**src/hw/rtl/shabs_pkg.sv**
```systemverilog
// Shared types, constants and round functions of the SHA-256 byte stream hasher.
package shabs_pkg;

    // Input item: one message byte and its flags
    typedef struct packed {
        logic [7:0] data_byte;
        logic       byte_present;
        logic       is_last;
    } shabs_in_t;

    // Result item: one quarter of the digest
    typedef struct packed {
        logic [63:0] digest_chunk;
        logic [1:0]  chunk_index;
        logic        last_chunk;
    } shabs_out_t;

    // Controller states
    typedef enum logic [2:0] {
        ST_LOAD,
        ST_PAD80,
        ST_PADZ,
        ST_PADLEN,
        ST_ROUND,
        ST_FOLD,
        ST_OUT
    } shabs_state_t;

    // Source of a byte written into the block buffer
    typedef enum logic [1:0] {
        SRC_DATA,
        SRC_MARK,
        SRC_ZERO,
        SRC_LEN
    } shabs_src_t;

    // Commands from controller to datapath
    typedef struct packed {
        logic       wr;
        shabs_src_t sel;
        logic       count_len;
        logic       vars_init;
        logic       round_en;
        logic [5:0] round_idx;
        logic       fold;
        logic       restart;
        logic [1:0] chunk_idx;
    } shabs_cmd_t;

    // Status from datapath to controller
    typedef struct packed {
        logic [5:0] fill;
    } shabs_stat_t;

    localparam logic [5:0] FILL_LAST  = 6'd63;
    localparam logic [5:0] FILL_LEN   = 6'd56;
    localparam logic [5:0] ROUND_LAST = 6'd63;
    localparam logic [1:0] CHUNK_LAST = 2'd3;
    localparam logic [7:0] PAD_MARK   = 8'h80;

    localparam logic [31:0] HASH_IV [8] = '{
        32'h6a09e667, 32'hbb67ae85, 32'h3c6ef372, 32'ha54ff53a,
        32'h510e527f, 32'h9b05688c, 32'h1f83d9ab, 32'h5be0cd19
    };

    function automatic logic [31:0] rotr(input logic [31:0] x, input int n);
        return (x >> n) | (x << (32 - n));
    endfunction

    function automatic logic [31:0] big_sigma0(input logic [31:0] x);
        return rotr(x, 2) ^ rotr(x, 13) ^ rotr(x, 22);
    endfunction

    function automatic logic [31:0] big_sigma1(input logic [31:0] x);
        return rotr(x, 6) ^ rotr(x, 11) ^ rotr(x, 25);
    endfunction

    function automatic logic [31:0] small_sigma0(input logic [31:0] x);
        return rotr(x, 7) ^ rotr(x, 18) ^ (x >> 3);
    endfunction

    function automatic logic [31:0] small_sigma1(input logic [31:0] x);
        return rotr(x, 17) ^ rotr(x, 19) ^ (x >> 10);
    endfunction

    // Round constants
    function automatic logic [31:0] round_k(input logic [5:0] r);
        logic [31:0] k;
        case (r)
            6'd0:  k = 32'h428a2f98;
            6'd1:  k = 32'h71374491;
            6'd2:  k = 32'hb5c0fbcf;
            6'd3:  k = 32'he9b5dba5;
            6'd4:  k = 32'h3956c25b;
            6'd5:  k = 32'h59f111f1;
            6'd6:  k = 32'h923f82a4;
            6'd7:  k = 32'hab1c5ed5;
            6'd8:  k = 32'hd807aa98;
            6'd9:  k = 32'h12835b01;
            6'd10: k = 32'h243185be;
            6'd11: k = 32'h550c7dc3;
            6'd12: k = 32'h72be5d74;
            6'd13: k = 32'h80deb1fe;
            6'd14: k = 32'h9bdc06a7;
            6'd15: k = 32'hc19bf174;
            6'd16: k = 32'he49b69c1;
            6'd17: k = 32'hefbe4786;
            6'd18: k = 32'h0fc19dc6;
            6'd19: k = 32'h240ca1cc;
            6'd20: k = 32'h2de92c6f;
            6'd21: k = 32'h4a7484aa;
            6'd22: k = 32'h5cb0a9dc;
            6'd23: k = 32'h76f988da;
            6'd24: k = 32'h983e5152;
            6'd25: k = 32'ha831c66d;
            6'd26: k = 32'hb00327c8;
            6'd27: k = 32'hbf597fc7;
            6'd28: k = 32'hc6e00bf3;
            6'd29: k = 32'hd5a79147;
            6'd30: k = 32'h06ca6351;
            6'd31: k = 32'h14292967;
            6'd32: k = 32'h27b70a85;
            6'd33: k = 32'h2e1b2138;
            6'd34: k = 32'h4d2c6dfc;
            6'd35: k = 32'h53380d13;
            6'd36: k = 32'h650a7354;
            6'd37: k = 32'h766a0abb;
            6'd38: k = 32'h81c2c92e;
            6'd39: k = 32'h92722c85;
            6'd40: k = 32'ha2bfe8a1;
            6'd41: k = 32'ha81a664b;
            6'd42: k = 32'hc24b8b70;
            6'd43: k = 32'hc76c51a3;
            6'd44: k = 32'hd192e819;
            6'd45: k = 32'hd6990624;
            6'd46: k = 32'hf40e3585;
            6'd47: k = 32'h106aa070;
            6'd48: k = 32'h19a4c116;
            6'd49: k = 32'h1e376c08;
            6'd50: k = 32'h2748774c;
            6'd51: k = 32'h34b0bcb5;
            6'd52: k = 32'h391c0cb3;
            6'd53: k = 32'h4ed8aa4a;
            6'd54: k = 32'h5b9cca4f;
            6'd55: k = 32'h682e6ff3;
            6'd56: k = 32'h748f82ee;
            6'd57: k = 32'h78a5636f;
            6'd58: k = 32'h84c87814;
            6'd59: k = 32'h8cc70208;
            6'd60: k = 32'h90befffa;
            6'd61: k = 32'ha4506ceb;
            6'd62: k = 32'hbef9a3f7;
            6'd63: k = 32'hc67178f2;
            default: k = 32'h0;
        endcase
        return k;
    endfunction

endpackage

```
**src/hw/rtl/shabs_ctrl.sv**
```systemverilog
// Controller state machine: byte loading, padding, round sequencing and digest output.
module shabs_ctrl (
    input  logic                clk,
    input  logic                rst_n,
    input  logic                msg_valid,
    input  logic                byte_present,
    input  logic                is_last,
    output logic                msg_stall,
    output logic                dig_valid,
    input  logic                dig_stall,
    input  shabs_pkg::shabs_stat_t stat,
    output shabs_pkg::shabs_cmd_t  cmd
);
    import shabs_pkg::*;

    shabs_state_t state_reg, state_next;
    logic         pend_last_reg, pend_last_next;
    logic         in_pad_reg, in_pad_next;
    logic         final_reg, final_next;
    logic [5:0]   round_reg, round_next;
    logic [1:0]   chunk_reg, chunk_next;
    logic         fill_at_end;

    assign fill_at_end = (stat.fill == FILL_LAST);

    // Hold state and sequencing flags
    always_ff @(posedge clk or negedge rst_n)
    begin
        if (!rst_n)
        begin
            state_reg     <= ST_LOAD;
            pend_last_reg <= 1'b0;
            in_pad_reg    <= 1'b0;
            final_reg     <= 1'b0;
            round_reg     <= 6'd0;
            chunk_reg     <= 2'd0;
        end
        else
        begin
            state_reg     <= state_next;
            pend_last_reg <= pend_last_next;
            in_pad_reg    <= in_pad_next;
            final_reg     <= final_next;
            round_reg     <= round_next;
            chunk_reg     <= chunk_next;
        end
    end

    // Decide next state and drive datapath commands
    always_comb
    begin
        state_next     = state_reg;
        pend_last_next = pend_last_reg;
        in_pad_next    = in_pad_reg;
        final_next     = final_reg;
        round_next     = round_reg;
        chunk_next     = chunk_reg;
        msg_stall      = 1'b1;
        dig_valid      = 1'b0;
        cmd            = '0;
        cmd.sel        = SRC_DATA;
        cmd.round_idx  = round_reg;
        cmd.chunk_idx  = chunk_reg;

        case (state_reg)
            ST_LOAD:
            begin
                msg_stall = 1'b0;
                if (msg_valid)
                begin
                    cmd.wr        = byte_present;
                    cmd.count_len = byte_present;
                    if (byte_present && fill_at_end)
                    begin
                        cmd.vars_init  = 1'b1;
                        round_next     = 6'd0;
                        pend_last_next = is_last;
                        state_next     = ST_ROUND;
                    end
                    else if (is_last)
                    begin
                        state_next = ST_PAD80;
                    end
                end
            end
            ST_PAD80:
            begin
                cmd.wr         = 1'b1;
                cmd.sel        = SRC_MARK;
                in_pad_next    = 1'b1;
                pend_last_next = 1'b0;
                if (fill_at_end)
                begin
                    cmd.vars_init = 1'b1;
                    round_next    = 6'd0;
                    state_next    = ST_ROUND;
                end
                else
                begin
                    state_next = ST_PADZ;
                end
            end
            ST_PADZ:
            begin
                if (stat.fill == FILL_LEN)
                begin
                    state_next = ST_PADLEN;
                end
                else
                begin
                    cmd.wr  = 1'b1;
                    cmd.sel = SRC_ZERO;
                    if (fill_at_end)
                    begin
                        cmd.vars_init = 1'b1;
                        round_next    = 6'd0;
                        state_next    = ST_ROUND;
                    end
                end
            end
            ST_PADLEN:
            begin
                cmd.wr  = 1'b1;
                cmd.sel = SRC_LEN;
                if (fill_at_end)
                begin
                    final_next    = 1'b1;
                    cmd.vars_init = 1'b1;
                    round_next    = 6'd0;
                    state_next    = ST_ROUND;
                end
            end
            ST_ROUND:
            begin
                cmd.round_en = 1'b1;
                round_next   = round_reg + 6'd1;
                if (round_reg == ROUND_LAST)
                begin
                    state_next = ST_FOLD;
                end
            end
            ST_FOLD:
            begin
                cmd.fold = 1'b1;
                if (final_reg)
                begin
                    chunk_next = 2'd0;
                    state_next = ST_OUT;
                end
                else if (in_pad_reg)
                begin
                    state_next = ST_PADZ;
                end
                else if (pend_last_reg)
                begin
                    state_next = ST_PAD80;
                end
                else
                begin
                    state_next = ST_LOAD;
                end
            end
            ST_OUT:
            begin
                dig_valid = 1'b1;
                if (!dig_stall)
                begin
                    chunk_next = chunk_reg + 2'd1;
                    if (chunk_reg == CHUNK_LAST)
                    begin
                        cmd.restart    = 1'b1;
                        final_next     = 1'b0;
                        in_pad_next    = 1'b0;
                        pend_last_next = 1'b0;
                        state_next     = ST_LOAD;
                    end
                end
            end
            default:
            begin
                state_next = ST_LOAD;
            end
        endcase
    end

endmodule

```
**src/hw/rtl/shabs_datapath.sv**
```systemverilog
// Datapath: block buffer and schedule window, round unit, hash words and bit length.
module shabs_datapath (
    input  logic                   clk,
    input  logic                   rst_n,
    input  logic [7:0]             data_byte,
    input  shabs_pkg::shabs_cmd_t  cmd,
    output shabs_pkg::shabs_stat_t stat,
    output shabs_pkg::shabs_out_t  dig_item
);
    import shabs_pkg::*;

    logic [31:0] hash_reg [8];
    logic [31:0] hash_next [8];
    logic [31:0] vars_reg [8];
    logic [31:0] vars_next [8];
    logic [31:0] win_reg [16];
    logic [31:0] win_next [16];
    logic [63:0] len_reg, len_next;
    logic [5:0]  fill_reg, fill_next;
    logic [7:0]  byte_val;
    logic [31:0] t1, t2, w_new;
    logic [2:0]  len_pos;

    assign len_pos = fill_reg[2:0];

    // Pick the byte to store
    always_comb
    begin
        case (cmd.sel)
            SRC_DATA: byte_val = data_byte;
            SRC_MARK: byte_val = PAD_MARK;
            SRC_ZERO: byte_val = 8'h00;
            SRC_LEN:  byte_val = len_reg[{~len_pos, 3'b000} +: 8];
            default:  byte_val = 8'h00;
        endcase
    end

    // One compression round and the next schedule word
    always_comb
    begin
        t1 = vars_reg[7] + big_sigma1(vars_reg[4])
           + ((vars_reg[4] & vars_reg[5]) ^ (~vars_reg[4] & vars_reg[6]))
           + round_k(cmd.round_idx) + win_reg[0];
        t2 = big_sigma0(vars_reg[0])
           + ((vars_reg[0] & vars_reg[1]) ^ (vars_reg[0] & vars_reg[2])
              ^ (vars_reg[1] & vars_reg[2]));
        w_new = small_sigma1(win_reg[14]) + win_reg[9]
              + small_sigma0(win_reg[1]) + win_reg[0];
    end

    // Work out next values of all storage
    always_comb
    begin
        hash_next = hash_reg;
        vars_next = vars_reg;
        win_next  = win_reg;
        len_next  = len_reg;
        fill_next = fill_reg;

        if (cmd.wr)
        begin
            win_next[fill_reg[5:2]][{~fill_reg[1:0], 3'b000} +: 8] = byte_val;
            fill_next = fill_reg + 6'd1;
        end
        if (cmd.count_len)
        begin
            len_next = len_reg + 64'd8;
        end
        if (cmd.vars_init)
        begin
            vars_next = hash_reg;
        end
        if (cmd.round_en)
        begin
            vars_next[0] = t1 + t2;
            vars_next[1] = vars_reg[0];
            vars_next[2] = vars_reg[1];
            vars_next[3] = vars_reg[2];
            vars_next[4] = vars_reg[3] + t1;
            vars_next[5] = vars_reg[4];
            vars_next[6] = vars_reg[5];
            vars_next[7] = vars_reg[6];
            for (int i = 0; i < 15; i++)
            begin
                win_next[i] = win_reg[i + 1];
            end
            win_next[15] = w_new;
        end
        if (cmd.fold)
        begin
            for (int i = 0; i < 8; i++)
            begin
                hash_next[i] = hash_reg[i] + vars_reg[i];
            end
        end
        if (cmd.restart)
        begin
            hash_next = HASH_IV;
            len_next  = 64'd0;
            fill_next = 6'd0;
        end
    end

    // Hold message state
    always_ff @(posedge clk or negedge rst_n)
    begin
        if (!rst_n)
        begin
            hash_reg <= HASH_IV;
            len_reg  <= 64'd0;
            fill_reg <= 6'd0;
        end
        else
        begin
            hash_reg <= hash_next;
            len_reg  <= len_next;
            fill_reg <= fill_next;
        end
    end

    // Hold schedule window and working variables
    always_ff @(posedge clk)
    begin
        win_reg  <= win_next;
        vars_reg <= vars_next;
    end

    assign stat.fill = fill_reg;

    // Present the selected digest quarter
    assign dig_item.digest_chunk = {hash_reg[{cmd.chunk_idx, 1'b0}],
                                    hash_reg[{cmd.chunk_idx, 1'b1}]};
    assign dig_item.chunk_index  = cmd.chunk_idx;
    assign dig_item.last_chunk   = (cmd.chunk_idx == CHUNK_LAST);

endmodule

```
**src/hw/rtl/sha256_byte_stream_hasher_top.sv**
```systemverilog
// SHA-256 byte stream hasher: top level joining controller and datapath.
//
// Usage: the msg channel carries one item per message byte (data_byte with
// byte_present set); an item with is_last set closes the message, with or
// without a byte, so an empty message is one item with only is_last set.
// The dig channel then returns the 256-bit digest as four items, chunk_index
// 0 to 3, each holding two hash words in big-endian order; last_chunk marks
// the fourth.
// Throughput: one byte a cycle while the 64-byte block fills. The item that
// completes a block holds msg_stall high while the single round unit runs
// the 64 rounds in turn and then folds the result into the hash words.
// After the last item the block writes the padding itself, up to 72 bytes
// and two compressions, before the first digest item appears. The four
// digest items follow one a cycle unless dig_stall holds them; a stalled
// item stays unchanged. No new message byte is taken until the fourth
// digest item is accepted. Reset loads the initial hash values and clears
// the byte and bit counts.
module sha256_byte_stream_hasher_top (
    input  logic                  clk,
    input  logic                  rst_n,
    input  logic                  msg_valid,
    output logic                  msg_stall,
    input  shabs_pkg::shabs_in_t  msg_item,
    output logic                  dig_valid,
    input  logic                  dig_stall,
    output shabs_pkg::shabs_out_t dig_item
);
    import shabs_pkg::*;

    shabs_cmd_t  cmd;
    shabs_stat_t stat;

    // Sequence the work
    shabs_ctrl u_ctrl (
        .clk          (clk),
        .rst_n        (rst_n),
        .msg_valid    (msg_valid),
        .byte_present (msg_item.byte_present),
        .is_last      (msg_item.is_last),
        .msg_stall    (msg_stall),
        .dig_valid    (dig_valid),
        .dig_stall    (dig_stall),
        .stat         (stat),
        .cmd          (cmd)
    );

    // Hash the data
    shabs_datapath u_datapath (
        .clk       (clk),
        .rst_n     (rst_n),
        .data_byte (msg_item.data_byte),
        .cmd       (cmd),
        .stat      (stat),
        .dig_item  (dig_item)
    );

    // Never take a byte while a digest is on offer
    assert property (@(posedge clk) disable iff (!rst_n)
        !(dig_valid && msg_valid && !msg_stall))
    else $error("message item taken while digest pending");

    // Closing item always stops further input in the following cycle
    assert property (@(posedge clk) disable iff (!rst_n)
        (msg_valid && !msg_stall && msg_item.is_last) |=> msg_stall)
    else $error("input not held after closing item");

    // Digest quarters follow in order
    assert property (@(posedge clk) disable iff (!rst_n)
        (dig_valid && !dig_stall && !dig_item.last_chunk) |=>
        (dig_valid && dig_item.chunk_index == $past(dig_item.chunk_index) + 2'd1))
    else $error("digest chunk sequence broken");

    // Digest ends after the fourth quarter
    assert property (@(posedge clk) disable iff (!rst_n)
        (dig_valid && !dig_stall && dig_item.last_chunk) |=> !dig_valid)
    else $error("digest item after last chunk");

endmodule

```
**config.mk**
```make
export PLATFORM = sky130hd
export DESIGN_NAME = sha256_byte_stream_hasher_top
export DESIGN_NICKNAME = d
export VERILOG_FILES = /design/src/hw/rtl/shabs_pkg.sv /design/src/hw/rtl/shabs_ctrl.sv /design/src/hw/rtl/shabs_datapath.sv /design/src/hw/rtl/sha256_byte_stream_hasher_top.sv
export SDC_FILE = /design/constraint.sdc
export NUM_CORES = 2
export LEC_CHECK = 0
export BUFFER_PORTS_ARGS = -buffer_cell sky130_fd_sc_hd__buf_2
export CORE_MARGIN = 1
export CORE_UTILIZATION = 59
export DETAILED_ROUTE_END_ITERATION = 6
export GPL_TIMING_DRIVEN = 0
export PLACE_DENSITY_LB_ADDON = 0.1
export SLEW_MARGIN = 20
export SYNTH_ARGS = -nofsm -noshare
export SYNTH_HDL_FRONTEND = slang
export SYNTH_SLANG_ARGS = --single-unit
```
**constraint.sdc**
```tcl
create_clock -name clk -period 8.6 [get_ports clk]
set_input_delay 0.43 -clock clk [delete_from_list [all_inputs] [get_ports clk]]
set_output_delay 0.43 -clock clk [all_outputs]
set_load 0.05 [all_outputs]
```
==> flow_summary.yaml <==
floorplan:
  start_util_pct: 59.4
  core_um2: 126000
  die_h_um: 358
  die_w_um: 358
  row_count: 130
  die_area_um2: 128000
  io_pins: 83
final_layout:
  largest_reg_flops: 512
  seqCellArea_um2: 31700
  fill_cells: 10200
  multiInputGateArea_um2: 41100
  nets: 8758
  layout-drive-gt1-share_pct: 10.3
  synthToLayoutAreaGrowth_pct: 11.8
synthesis:
  ys.flop_type: "edfxtp_1"
  synth_top_cells_by_count: "nand2_1 (1544), o21ai_0 (1034), edfxtp_1 (768), a21oi_1 (449), ha_1 (399)"
  ys_warn_count: 0
  synth.avg_cell_area_um2: 9.49
  yosys.area.top_type: "edfxtp_1"
  ys_top_cells_by_area: "edfxtp_1 (31%), nand2_1 (7.8%), o21ai_0 (6.9%)"
  synth-seq-cells: 1105
  synth_compound_area_share_pct: 16.8
  synthSimpleGateAreaFrac_pct: 14.1
  synth_area_um2: 74600
  ys_seq_area_share_pct: 42.4
  synth_edf_count: 768
  ys_async_sr_fraction_pct: 30.5
  synthXorXnorAreaFrac_pct: 7.53
  synthAdderAreaFrac_pct: 12.2
  synth.distinct_cells: 90
  synth_most_common_cell: "nand2_1"
  synth_top_family_by_area: "compound AO/OA/AOI/OAI gates"
  synth_top_area_share_pct: 30.9
  synth_mux_area_share_pct: 3.18
  syn_inst: 7860
  synth_fp_nets: 8468
sta:
  setup_ws_ps: -451
  slew_viol_final: 0
  fin_crit_sh_pct: 105
  skew_ps: 53.7
  tightest_slew_ps: 1310
  fmax_mhz: 110
  rsz0062_at_grt: "true"
  slew_headroom_pct: 12.8
  period_minus_slack_ps: 9050
  setup_viol: 13
  hold_viol: 0
placement:
  io_buffers: 82
  gp_congestion: 1.11
  place_ws_ps: -3940
  hpwlAfterDp_um: 242000
setup_path:
  critPathTopFamily: "compound AO/OA/AOI/OAI gates"
  rr_worst_depth: 37
  crit_top_cell: "a21o_1"
  ff2ff_setup_slack_ps: -450
  cp.required_ps: 9120
  path_depth: 37
  cp.arrival_ps: 9570
  endpoint_kind: "flip-flop"
  slowest_delay_ps: 570
  critical_path.max_fanout: 6
  cp_slowest_cell: "dfrtp_4"
  crit_type: "reg2reg"
  start_kind: "flip-flop"
  critPathBufInv: 4
cts:
  cts_root_buffer: "clkbuf_16"
  cts_max_level: 3
  cts_tree: "done"
  clockBufferDepth: 3
  clkSlewWorstSetupHoldPaths_ps: 60
  cts_made_buffers: 121
  clock_latency_ps: 810
  cts.sinks: 1105
drt:
  drc: 1
  drt-total-wl_um: 316000
  ant_nets: 0
  firstDrtPassIters: 7
  vias: 66800
  wl_per_cell_um: 31.8
  vias_per_cell: 6.73
  drt_iter0_drc: 10000
run_status:
  status: "finished, violations left"
  violations: "design-rule violations, negative setup slack"
global_route:
  grt_start_max_net_pins: 94
  antenna_found_initial: 34
  grt_pass1_vias: 63900
  grt_pass1_wl_um: 442000
  gr-total-overflow: 0
  grt_usage_pct: 49.0
hold_path:
  hp-class: "in2async"
flow_run:
  drv_cap: 0
## metrics by stage
stage                     hold WS, ps  setup TNS [ps]  cell area (um^2)  util, %  std cells
after global routing              125           -3470             83400     66.4       9912
after floorplan                   134               0             74600        -       7860
after CTS                        86.6           -1400             83000     66.1       9891
after detailed placement          309         -103490             77500     61.7       9612
final                             107           -2820             83400     66.4       9933
after global placement            502        -1402450             77100     61.4       9592
## final timing paths
path                                   startpoint                  endpoint
max                           u_ctrl.round_reg[0]  u_datapath.vars_reg[252]
min                                         rst_n  u_datapath.hash_reg[200]
max reg2reg                   u_ctrl.round_reg[0]  u_datapath.vars_reg[252]
min reg2reg                u_datapath.win_reg[97]   u_datapath.win_reg[129]
max in group asynchronous                   rst_n   u_datapath.hash_reg[29]
min in group clk                        dig_stall       u_ctrl.state_reg[1]
## metal layers
metal | wire length (um) | track usage, % | up-vias
met1 | 105000 | 57.2 | 32000
met5 | 151 | 0.333 | -
met4 | 33700 | 42.7 | 10
li1 | - | - | 28400
met2 | 138000 | 74.1 | 5090
met3 | 39200 | 14.2 | 1405
## kinds of logic after synthesis
family | after synthesis
adder cells (fa/ha/maj) | 618
XOR/XNOR | 638
AND/OR/NAND/NOR | 2501
flip-flops | 1105
buffers and inverters | 731
multiplexers | 131
AO/OA/AOI/OAI | 2136
## cell type report
cell class                      instances  area share (%)
Antenna cell                           25          0.0750
Buffer                                408            2.13
Clock buffer                          152            3.83
Clock inverter                         79            1.15
Inverter                              317            1.48
Multi-Input combinational cell       6024            49.3
Sequential cell                      1105            38.0
Tap cell                             1650            2.47
Timing Repair Buffer                  173            1.59
## timing repair
item / CTS / global route
hold buffers: 2 / 0
resized for setup: 252 / 54
cloned: 0 / 0
endpoints found under the hold margin: 183 / 0
endpoints found under the setup margin: 52 / 23
buffers inserted: 52 / 15
pin swaps: 50 / 33
## worst register-to-register path: cells and delay by family (launching register included)
kind | cells | cell delay, ps
compound gates | 17 | 3790
fa+ha+maj | 7 | 2780
simple gates | 7 | 820
flops | 1 | 570
xor+xnor | 2 | 490
buf+inv | 4 | 370
## cells in the final DEF, fill, tap and decap left out, drive strengths merged, types with 35 or more instances in the layout
master / count
ha: 399
mux2i: 38
nor2b: 44
a21oi: 449
o211ai: 35
o22ai: 35
nand2: 1544
xor2: 250
buf: 216
a211oi: 51
a31oi: 46
o21a: 58
o21bai: 54
nand2b: 61
dfrtp: 201
nor3: 123
o21ai: 1040
xnor2: 386
fa: 195
inv: 315
mux4: 84
a21o: 181
clkbuf: 515
nor2: 386
clkinv: 53
nand3: 154
and3: 57
edfxtp: 768
dfstp: 136
Power is left out: the tool's default activity adds up to more than one toggle a clock period on the data nets, which glitch-free logic cannot reach.
